File: src/rtl/tfs_pkg.sv
package tfs_pkg;

  localparam int MaxSize = 16;
  localparam int IdxW    = 4;
  localparam int CoefAw  = 8;

  typedef enum logic [1:0] {
    CMD_COEF  = 2'd0,
    CMD_RHS   = 2'd1,
    CMD_SOLVE = 2'd2,
    CMD_NONE  = 2'd3
  } cmd_e;

  typedef enum logic [1:0] {
    ST_OK   = 2'd0,
    ST_ZERO = 2'd1,
    ST_SAT  = 2'd2
  } status_e;

  typedef enum logic [2:0] {
    S_IDLE,
    S_RD,
    S_MAC,
    S_DIVINIT,
    S_DIV,
    S_EMIT
  } state_e;

  typedef struct packed {
    logic [1:0]        cmd;
    logic [IdxW-1:0]   row;
    logic [IdxW-1:0]   col;
    logic signed [31:0] value;
  } in_t;

  typedef struct packed {
    logic [IdxW-1:0]    unknown_index;
    logic signed [31:0] solution;
    logic [1:0]         status;
    logic               last;
  } out_t;

  // controller -> datapath
  typedef struct packed {
    logic            row_clr;   // start a new unknown
    logic            mac;       // accumulate product of registered reads
    logic            div_init;  // load divider
    logic            div_step;  // one restoring step
    logic            emit;      // finalize and store x[i]
    logic [IdxW-1:0] i;
    logic [IdxW-1:0] j;
  } ctl_t;

endpackage

File: src/rtl/tfs_ctrl.sv
module tfs_ctrl (
  input  logic          clk_i,
  input  logic          rst_ni,
  input  logic          solve_i,
  input  logic [4:0]    size_i,
  output tfs_pkg::ctl_t ctl_o,
  output logic          last_o,
  output logic          busy_o,
  output logic          valid_o
);
  import tfs_pkg::*;

  state_e          state_q, state_d;
  logic [IdxW-1:0] i_q, i_d, j_q, j_d, n1_q, n1_d;
  logic [6:0]      cnt_q, cnt_d;
  logic            mac_q;

  always_ff @(posedge clk_i or negedge rst_ni) begin
    if (!rst_ni) begin
      state_q <= S_IDLE;
      i_q <= '0; j_q <= '0; n1_q <= '0; cnt_q <= '0; mac_q <= 1'b0;
    end else begin
      state_q <= state_d;
      i_q <= i_d; j_q <= j_d; n1_q <= n1_d; cnt_q <= cnt_d;
      mac_q <= (state_q == S_MAC) && (j_q != i_q);
    end
  end

  always_comb begin
    state_d = state_q;
    i_d = i_q; j_d = j_q; n1_d = n1_q; cnt_d = cnt_q;
    ctl_o = '0;
    ctl_o.i = i_q;
    ctl_o.j = j_q;
    ctl_o.mac = mac_q;
    valid_o = 1'b0;
    busy_o = (state_q != S_IDLE);
    unique case (state_q)
      S_IDLE: if (solve_i) begin
        if (size_i == 5'd0)           n1_d = '0;
        else if (size_i > 5'(MaxSize)) n1_d = IdxW'(MaxSize - 1);
        else                          n1_d = IdxW'(size_i - 5'd1);
        i_d = '0; j_d = '0;
        state_d = S_RD;
      end
      S_RD: begin
        ctl_o.row_clr = 1'b1;
        state_d = S_MAC;
      end
      // issue reads j = 0..i; products land in the next cycle
      S_MAC: begin
        if (j_q == i_q) state_d = S_DIVINIT;
        else j_d = j_q + 1'b1;
      end
      S_DIVINIT: begin
        ctl_o.div_init = 1'b1;
        cnt_d = '0;
        state_d = S_DIV;
      end
      S_DIV: begin
        ctl_o.div_step = 1'b1;
        cnt_d = cnt_q + 7'd1;
        if (cnt_q == 7'd63) state_d = S_EMIT;
      end
      S_EMIT: begin
        ctl_o.emit = 1'b1;
        valid_o = 1'b1;
        if (i_q == n1_q) state_d = S_IDLE;
        else begin
          i_d = i_q + 1'b1; j_d = '0;
          state_d = S_RD;
        end
      end
      default: state_d = S_IDLE;
    endcase
    last_o = (i_q == n1_q);
  end
endmodule

File: config.mk
export PLATFORM = sky130hd
export DESIGN_NAME = tfs_ctrl
export DESIGN_NICKNAME = d
export VERILOG_FILES = /design/src/rtl/tfs_pkg.sv /design/src/rtl/tfs_ctrl.sv
export SDC_FILE = /design/constraint.sdc
export NUM_CORES = 1
export LEC_CHECK = 0
export BUFFER_PORTS_ARGS = -buffer_cell sky130_fd_sc_hd__buf_2
export CORE_MARGIN = 4
export CORE_UTILIZATION = 30
export CTS_BUF_LIST = sky130_fd_sc_hd__clkbuf_2 sky130_fd_sc_hd__clkbuf_4 sky130_fd_sc_hd__clkbuf_8
export DETAILED_ROUTE_END_ITERATION = 8
export SYNTH_ARGS = -nofsm -noshare
export SYNTH_HDL_FRONTEND = slang
export SYNTH_SLANG_ARGS = --single-unit
File: constraint.sdc
create_clock -name clk_i -period 5.6 [get_ports clk_i]
set_clock_uncertainty 0.2 [all_clocks]
set_input_delay 0.28 -clock clk_i [delete_from_list [all_inputs] [get_ports clk_i]]
set_output_delay 0.28 -clock clk_i [all_outputs]
set_load 0.01 [all_outputs]
==> flow_summary.json, run 1 <==
{
  "cts_tree": "done",
  "rrSetupSlack_ps": 3700,
  "viasPerCell": 5.05,
  "startpoint_type": "flop",
  "dr.first_iter.drc_count": 61,
  "drive_above_1_share": 0.231,
  "synth-seq-area-share": 0.442,
  "cts-root-buf": "clkbuf_8",
  "rows": 23,
  "first_pass_iters": 4,
  "ys_types": 41,
  "post_cts_buffers": 0,
  "synth_nets": 148,
  "finalMaxSlewViolations": 0,
  "ant_nets": 0,
  "final_cell_area_um2": 1510,
  "clk_latency_ps": 260,
  "grt.total_usage": 0.113,
  "cts.sinks": 23,
  "place_hpwl_mm": 2.08,
  "yosysWarnings": 0,
  "period_share": 0.361,
  "async_flop_share": 1.00,
  "setup_viol": 0,
  "worstReg2RegEnd": "j_q[3]",
  "netlist_area_um2": 1300,
  "powerDensity_nw_per_um2": 421,
  "worstHoldStart": "size_i[4]",
  "required_ps": 5120,
  "r2r-start": "state_q[0]",
  "grt_first_pass_wirelength_mm": 4.80,
  "final_hold_viol_count": 0,
  "fmax_mhz": 495,
  "grt_pass1_vias": 1061,
  "numCtsBuffers": 3,
  "place_area_um2": 1460,
  "ys_ff_latch": 23,
  "ys.flop_type": "dfrtp_1",
  "drcViolationCount": 0,
  "start_util": 0.319,
  "rsz0062_at_grt": "false",
  "hold_depth": 3,
  "die_area_um2": 5460,
  "pre_cts_ws_ps": 3720,
  "holdPathEnd": "n1_q[2]",
  "syn_to_final_growth_pct": 16.2,
  "grt_antenna_before_repair": 0,
  "synth_edf_count": 0,
  "maxSlewHeadroom": 0.650,
  "worst_pin_slew_ps": 526,
  "min_period_ps": 2020,
  "design.core.area_um2": 4090,
  "leakage_nw": 0.730,
  "peakVddDrop_mv": 0.113,
  "hold_path.class": "input pin to flop",
  "die_y_um": 73.9,
  "postSynthAreaPerCell_um2": 9.58,
  "num_vias": 1061,
  "wire_per_inst_um": 13.3,
  "n_antenna_cell": 0,
  "worst_ep_arrival_time_ps": 1540,
  "cap_violations": 0,
  "cp-end-kind": "primary output",
  "synth_cells": 136,
  "grt_max_degree": 24,
  "status": "finished clean",
  "crit_type": "flop to primary output",
  "fp.dieW_um": 73.9,
  "wirelength_mm": 2.80,
  "worst-path-max-fanout": 8,
  "nNetsFinal": 173,
  "finalWeightedCongestion": 0.770,
  "cts.path.max_buffers": 2,
  "io_pins": 24,
  "portBuffers": 23,
  "htreeDepth": 1,
  "path_clk_slew_ps": 80,
  "setup_ws_ps": 3580,
  "reg2reg_depth": 5,
  "final.setup.tns_ps": 0,
  "grt.overflow.total": 0,
  "final_cell_mix": "dfrtp_1 (23), buf_2 (23), o21ai_0 (12), nand2_1 (12), xnor2_1 (10)"
}
==> critical path: stages (launching register included) <==
cell	delay (ps)
dfrtp_1	460
or3b_1	520
inv_2	150
buf_2	150
==> synthesized netlist by cell type, drive strengths merged, types with 2 or more instances <==
cell,instances,area [um^2]
nand2,12,45.0
nand3b,2,18.8
maj3,2,20.0
nand3,4,20.0
o21ai,15,75.1
nand2b,3,18.8
a21oi,3,15.0
nand4,3,18.8
nor2,9,33.8
buf,4,25.0
a21boi,4,30.0
and3,3,18.8
dfrtp,23,576
o31ai,2,15.0
nor3,3,20.0
a22o,2,18.8
xnor2,10,87.6
or3,3,18.8
ha,4,50.1
o21a,2,15.0
inv,10,37.5
==> area by class of cell <==
cell class,count,area [um^2]
Inverter,10,37.5
Timing Repair Buffer,24,125
Multi-Input combinational cell,99,664
Tap cell,50,62.6
Clock buffer,4,48.8
Fill cell,433,2570
Sequential cell,23,576
==> stage by stage <==
stage	instances	utilization	hold slack, ps	power, mW
floorplan	136	-	-216	0.461
global placement	205	0.356	77.6	0.529
detailed placement	205	0.356	91.9	0.535
CTS	210	0.370	157	0.647
global route	210	0.370	185	0.695
finish	210	0.370	155	0.638
==> how the worst max path moves through the flow <==
stage | startpoint | slack, ps | endpoint | depth (start not counted)
after CTS | state_q[1] | 3570 | ctl_o[9] | 3
after detailed placement | state_q[0] | 3720 | j_q[3] | 5
final | state_q[1] | 3580 | ctl_o[9] | 3
after global routing | state_q[1] | 3490 | ctl_o[9] | 3
after floorplan | state_q[1] | 3810 | j_q[3] | 7
after global placement | state_q[0] | 3750 | j_q[3] | 5
==> flip-flops by register name (all words and copies together), names as in the netlist <==
signal	flops
i_q	4
cnt_q	7
j_q	4
state_q	3
n1_q	4
mac_q	1
==> report_power, final <==
group | total, mW | switching [mW] | internal (mW) | leakage (nW)
Combinational | 0.271 | 0.151 | 0.121 | 0.397
Sequential | 0.261 | 0.0526 | 0.208 | 0.306
Clock | 0.106 | 0.0502 | 0.0555 | 0.0262
==> routing by layer <==
layer  up-vias  part of all wire  track usage
li1        521                 -            -
met1       508              0.47        0.147
met2        30              0.45        0.183
met3         2             0.061       0.0233
met4         0             0.013       0.0423
met5         -                 0            0
==> logic make-up (layout without fill, tap and decap cells) <==
logic type / count (synthesis) / count (layout) / synth area share
and+or+nand+nor: 47 / 47 / 0.193
xor gates and xnor gates: 11 / 11 / 0.0740
muxes: 1 / 1 / 0.00864
DFF: 23 / 23 / 0.442
AOI/OAI and AO/OA: 34 / 34 / 0.181
buffers and inverters: 14 / 38 / 0.0480
adders and majority gates: 6 / 6 / 0.0538
==> what timing repair did <==
action / 4_1_cts / 5_1_grt
hold buffers: 1 / 0
hold endpoints to repair: 23 / 0
gates resized for setup: 0 / 0
(Power assumes the default switching activity.)
==> run 2: changes to the inputs <==
==> constraint.sdc (replaced) <==
create_clock -name clk_i -period 1.8 [get_ports clk_i]
set_clock_uncertainty 0.2 [all_clocks]
set_input_delay 0.09 -clock clk_i [delete_from_list [all_inputs] [get_ports clk_i]]
set_output_delay 0.09 -clock clk_i [all_outputs]
set_load 0.01 [all_outputs]
==> run 2 against run 1 <==
The flow now finishes with violations (negative setup slack). Largest power group unchanged. Total power grew to 3.8 times the previous value. Critical path type unchanged. Critical path depth grew 1. Via count grew 10%. Highest routed layer unchanged.
==> flow_summary.json, run 2 (same netlist as run 1, synthesis figures left out) <==
{
  "min_period_ps": 1810,
  "start_util": 0.319,
  "worst_pin_slew_ps": 525,
  "leakage_nw": 0.855,
  "grt.overflow.total": 0,
  "largest_register_ffs": 7,
  "fmax_mhz": 554,
  "drive_above_1_share": 0.379,
  "ant_nets": 0,
  "grt_antenna_before_repair": 0,
  "num_vias": 1168,
  "largest_register": "cnt_q",
  "drcViolationCount": 0,
  "wire_per_inst_um": 13.8,
  "htreeDepth": 1,
  "io_pins": 24,
  "grt_first_pass_wirelength_mm": 5.27,
  "use_met3": 0.0287,
  "final_cell_mix": "buf_2 (22), dfrtp_1 (20), buf_4 (15), nand2_1 (11)",
  "clk_latency_ps": 260,
  "period_share": 1.00,
  "rrSetupSlack_ps": 10,
  "place_hpwl_mm": 2.30,
  "finalWeightedCongestion": 0.818,
  "syn_to_final_growth_pct": 37.5,
  "powerDensity_nw_per_um2": 1370,
  "grt_use_met1": 0.152,
  "rsz0062_at_grt": "true",
  "setup_viol": 1,
  "critPathCapture": "ctl_o[9]",
  "die_y_um": 73.9,
  "pre_cts_ws_ps": -44.3,
  "portBuffers": 23,
  "numCtsBuffers": 3,
  "wirelength_mm": 3.20,
  "nFillCells": 410,
  "final_hold_viol_count": 0,
  "dr.first_iter.drc_count": 61,
  "design.core.area_um2": 4090,
  "cts.sinks": 23,
  "grt.total_usage": 0.125,
  "viasPerCell": 5.03,
  "startpoint_type": "flop",
  "cts-root-buf": "clkbuf_8",
  "reg2reg_depth": 5,
  "die_area_um2": 5460,
  "nNetsFinal": 195,
  "failed_checks": "negative setup slack",
  "hold_path.class": "input pin to flop",
  "grt_max_degree": 24,
  "r2r-start": "state_q[0]",
  "cts_tree": "done",
  "finalMaxSlewViolations": 0,
  "worstReg2RegEnd": "j_q[0]",
  "layout_commonest_cell": "buf_2",
  "fin_util": 0.438,
  "status": "complete, but fails checks",
  "use_met2": 0.215,
  "required_ps": 1510,
  "rows": 23,
  "crit_type": "flop to primary output",
  "busiest_layer": "met2",
  "cp-end-kind": "primary output",
  "cts.path.max_buffers": 2,
  "path_clk_slew_ps": 80,
  "peakVddDrop_mv": 0.408,
  "setup_ws_ps": -6.31,
  "fp.dieW_um": 73.9,
  "n_antenna_cell": 0,
  "grt_pass1_vias": 1184,
  "first_pass_iters": 4,
  "maxSlewHeadroom": 0.650,
  "worst_ep_arrival_time_ps": 1520,
  "cap_violations": 0,
  "worst-path-max-fanout": 5,
  "crit_start": "state_q[0]"
}
-- run 2: final cells by class --
cell class                      instances  area [um^2]  area share
Tap cell                               50         62.6      0.0349
Inverter                               10         42.5      0.0238
Clock buffer                            4         48.8      0.0273
Multi-Input combinational cell         99          738       0.412
Timing Repair Buffer                   46          319       0.178
Sequential cell                        23          579       0.324
-- run 2: critical path: stages, from the launching register on --
cell and delay [ps]:
dfrtp_2 450, buf_4 170, or3b_4 410, inv_4 100
buf_2 130
-- run 2: where the power goes --
group | internal (mW) | total (mW) | switching (mW) | leakage [nW]
Sequential | 0.655 | 0.808 | 0.153 | 0.303
Clock | 0.173 | 0.332 | 0.159 | 0.0262
Combinational | 0.668 | 1.31 | 0.638 | 0.526
-- run 2: routing by layer --
layer  part of all wire  wire (um)
met1               0.45       1460
met2               0.49       1560
met3              0.047        150
met4              0.011         36
met5                  0          0
-- run 2: what timing repair did --
item	4_1_cts	5_1_grt
hold buffers	4	0
gates resized for setup	3	25
endpoints found under the hold margin	26	0
buffers inserted	3	4
setup endpoints to repair	7	19
pin swaps	5	8
-- run 2: how the worst min path moves through the flow --
stage               from       end  slack [ps]  depth (start not counted)
2_1_floorplan     rst_ni  cnt_q[0]        -410                          0
3_3_place_gp      rst_ni  cnt_q[6]        -110                          1
3_5_place_dp      rst_ni     mac_q        -100                          1
4_1_cts        size_i[1]   n1_q[3]          60                          5
5_1_grt        size_i[1]   n1_q[3]          80                          5
6_report       size_i[1]   n1_q[3]          50                          5
-- run 2: stage by stage --
| step | TNS (ps) | total power [mW] | hold WS (ps) | instance area (um^2) | cells |
|---|---|---|---|---|---|
| after floorplan | 0 | 1.43 | -406 | 1300 | 136 |
| after global placement | -12.9 | 1.78 | -110 | 1550 | 217 |
| after detailed placement | -61.3 | 1.82 | -99.7 | 1550 | 217 |
| after CTS | -53.3 | 2.21 | 59.1 | 1670 | 228 |
| after global routing | -316 | 2.64 | 83.1 | 1790 | 232 |
| final | -6.31 | 2.45 | 49.6 | 1790 | 232 |
==> run 3: changes to the inputs <==
--- a/config.mk
+++ b/config.mk
@@ -10,6 +10,8 @@
 export CORE_UTILIZATION = 30
 export CTS_BUF_LIST = sky130_fd_sc_hd__clkbuf_2 sky130_fd_sc_hd__clkbuf_4 sky130_fd_sc_hd__clkbuf_8
 export DETAILED_ROUTE_END_ITERATION = 8
+export MAX_ROUTING_LAYER = met4
 export SYNTH_ARGS = -nofsm -noshare
 export SYNTH_HDL_FRONTEND = slang
 export SYNTH_SLANG_ARGS = --single-unit
+export TNS_END_PERCENT = 30
==> run 3 against run 2 <==
The run now ends clean. Clock-buffer cell count unchanged. Hold slack worse by 2.5 ps. Register-to-register slack about the same. Via count increased by 0.26%. Critical path depth unchanged. Sequential power about the same. Global-route usage increased by 0.53 points. Combinational power barely moved. Largest power group unchanged. Flip-flop and latch count unchanged. Die area stayed put. Sequential share of layout area down 0.18 points. Critical path type unchanged. Critical endpoint unchanged.
==> flow_summary.json, run 3 (same netlist as run 1, synthesis figures left out) <==
{
  "status": "finished clean",
  "worst_ep_arrival_time_ps": 1510,
  "cap_violations": 0,
  "ant_nets": 0,
  "min_period_ps": 1800,
  "peakVddDrop_mv": 0.417,
  "fmax_mhz": 557,
  "hold_path.class": "input pin to flop",
  "numCtsBuffers": 3,
  "required_ps": 1510,
  "power_mw": 2.49,
  "layout_commonest_cell": "buf_2",
  "maxSlewHeadroom": 0.650,
  "grt.overflow.total": 0,
  "num_vias": 1171,
  "largest_register": "cnt_q",
  "rows": 23,
  "grt_first_pass_wirelength_mm": 5.33,
  "syn_to_final_growth_pct": 38.2,
  "cts-root-buf": "clkbuf_8",
  "drcViolationCount": 0,
  "p_int_mw": 1.51,
  "largest_register_ffs": 7,
  "drive_above_1_share": 0.379,
  "grt_pass1_vias": 1207,
  "leakage_nw": 0.855,
  "portBuffers": 23,
  "p_sw_mw": 0.972,
  "cts.sinks": 23,
  "first_pass_iters": 4,
  "n_antenna_cell": 0,
  "cp-end-kind": "primary output",
  "finalMaxSlewViolations": 0,
  "rsz0062_at_grt": "true",
  "final_hold_viol_count": 0,
  "seqPwrFrac": 0.324,
  "io_pins": 24,
  "dr.first_iter.drc_count": 72,
  "setup_viol": 0,
  "final.setup.tns_ps": 0,
  "worst-path-max-fanout": 6,
  "comb_power_share": 0.541,
  "grt.total_usage": 0.130,
  "wirelength_mm": 3.29,
  "wire_per_inst_um": 14.2,
  "start_util": 0.319,
  "clk_latency_ps": 260,
  "place_hpwl_mm": 2.30,
  "fin_util": 0.441,
  "fp.dieW_um": 73.9,
  "path_clk_slew_ps": 80,
  "clkPwrFrac": 0.135,
  "swShare": 0.391,
  "worst_pin_slew_ps": 524,
  "crit_type": "flop to primary output",
  "grt_antenna_before_repair": 0,
  "startpoint_type": "flop",
  "finalWeightedCongestion": 0.830,
  "grt_max_degree": 24,
  "period_share": 0.998,
  "die_y_um": 73.9,
  "die_area_um2": 5460,
  "powerDensity_nw_per_um2": 1380,
  "nNetsFinal": 195,
  "htreeDepth": 1,
  "cts.path.max_buffers": 2,
  "viasPerCell": 5.05,
  "cts_tree": "done",
  "final_cell_mix": "buf_2 (21), dfrtp_1 (20), buf_4 (14), nand2_1 (11)",
  "design.core.area_um2": 4090
}
-- run 3: cell types whose count changed in the layout (fill, tap and decap cells not counted) --
cell | before | now
buf_6 | 5 | 7
buf_2 | 22 | 21
buf_4 | 15 | 14
-- run 3: metrics by stage --
stage / area, um^2 / std cells / setup slack (ps) / hold slack (ps)
4_1_cts: 1660 / 227 / -26.3 / 59.1
6_report: 1800 / 232 / 3.92 / 47.1
3_3_place_gp: 1550 / 217 / -12.9 / -110
3_5_place_dp: 1550 / 217 / -44.3 / -99.7
5_1_grt: 1800 / 232 / -79.9 / 83.1
2_1_floorplan: 1300 / 136 / 14.5 / -406
-- run 3: cell type report --
class | instances | area, um^2
inverter | 10 | 42.5
multi-input combinational | 99 | 738
sequential | 23 | 579
fill | 407 | 2290
tap | 50 | 62.6
clock buffer | 4 | 48.8
timing repair buffer | 46 | 329
-- run 3: worst paths after layout --
path                       slack (ps)       start  depth (start not counted)        to
min reg2reg                       290    cnt_q[6]                          1  cnt_q[6]
max                                 4  state_q[0]                          4  ctl_o[9]
max in group asynchronous         880      rst_ni                          2    i_q[0]
min                                50   size_i[1]                          5   n1_q[3]
max reg2reg                        10  state_q[0]                          5    j_q[2]
min in group asynchronous         130      rst_ni                          2  cnt_q[4]
-- run 3: per-layer routing --
metal	vias to the layer above	wire (um)	track usage
met1	568	1480	0.150
li1	569	-	-
met2	32	1610	0.215
met5	-	0	-
met4	0	34	0.0584
met3	2	162	0.0301
-- run 3: power groups by stage --
stage                     Combinational [mW]  Sequential (mW)  Clock, mW
after floorplan                        0.647            0.787          0
after global placement                  1.00            0.780          0
after detailed placement                1.03            0.789          0
after CTS                               1.07            0.786      0.340
after global routing                    1.48            0.825      0.368
final                                   1.34            0.806      0.337
-- run 3: critical path, cell delays in order (launching register included) --
cell	delay, ps
dfrtp_2	460
buf_6	150
or3b_4	410
inv_4	110
buf_6	110
-- run 3: repair_timing --
item,4_1_cts,5_1_grt
endpoints found under the setup margin,7,18
setup buffers,2,5
resized for setup,4,26
endpoints found under the hold margin,26,0
hold buffers,4,0
pin swaps,4,8
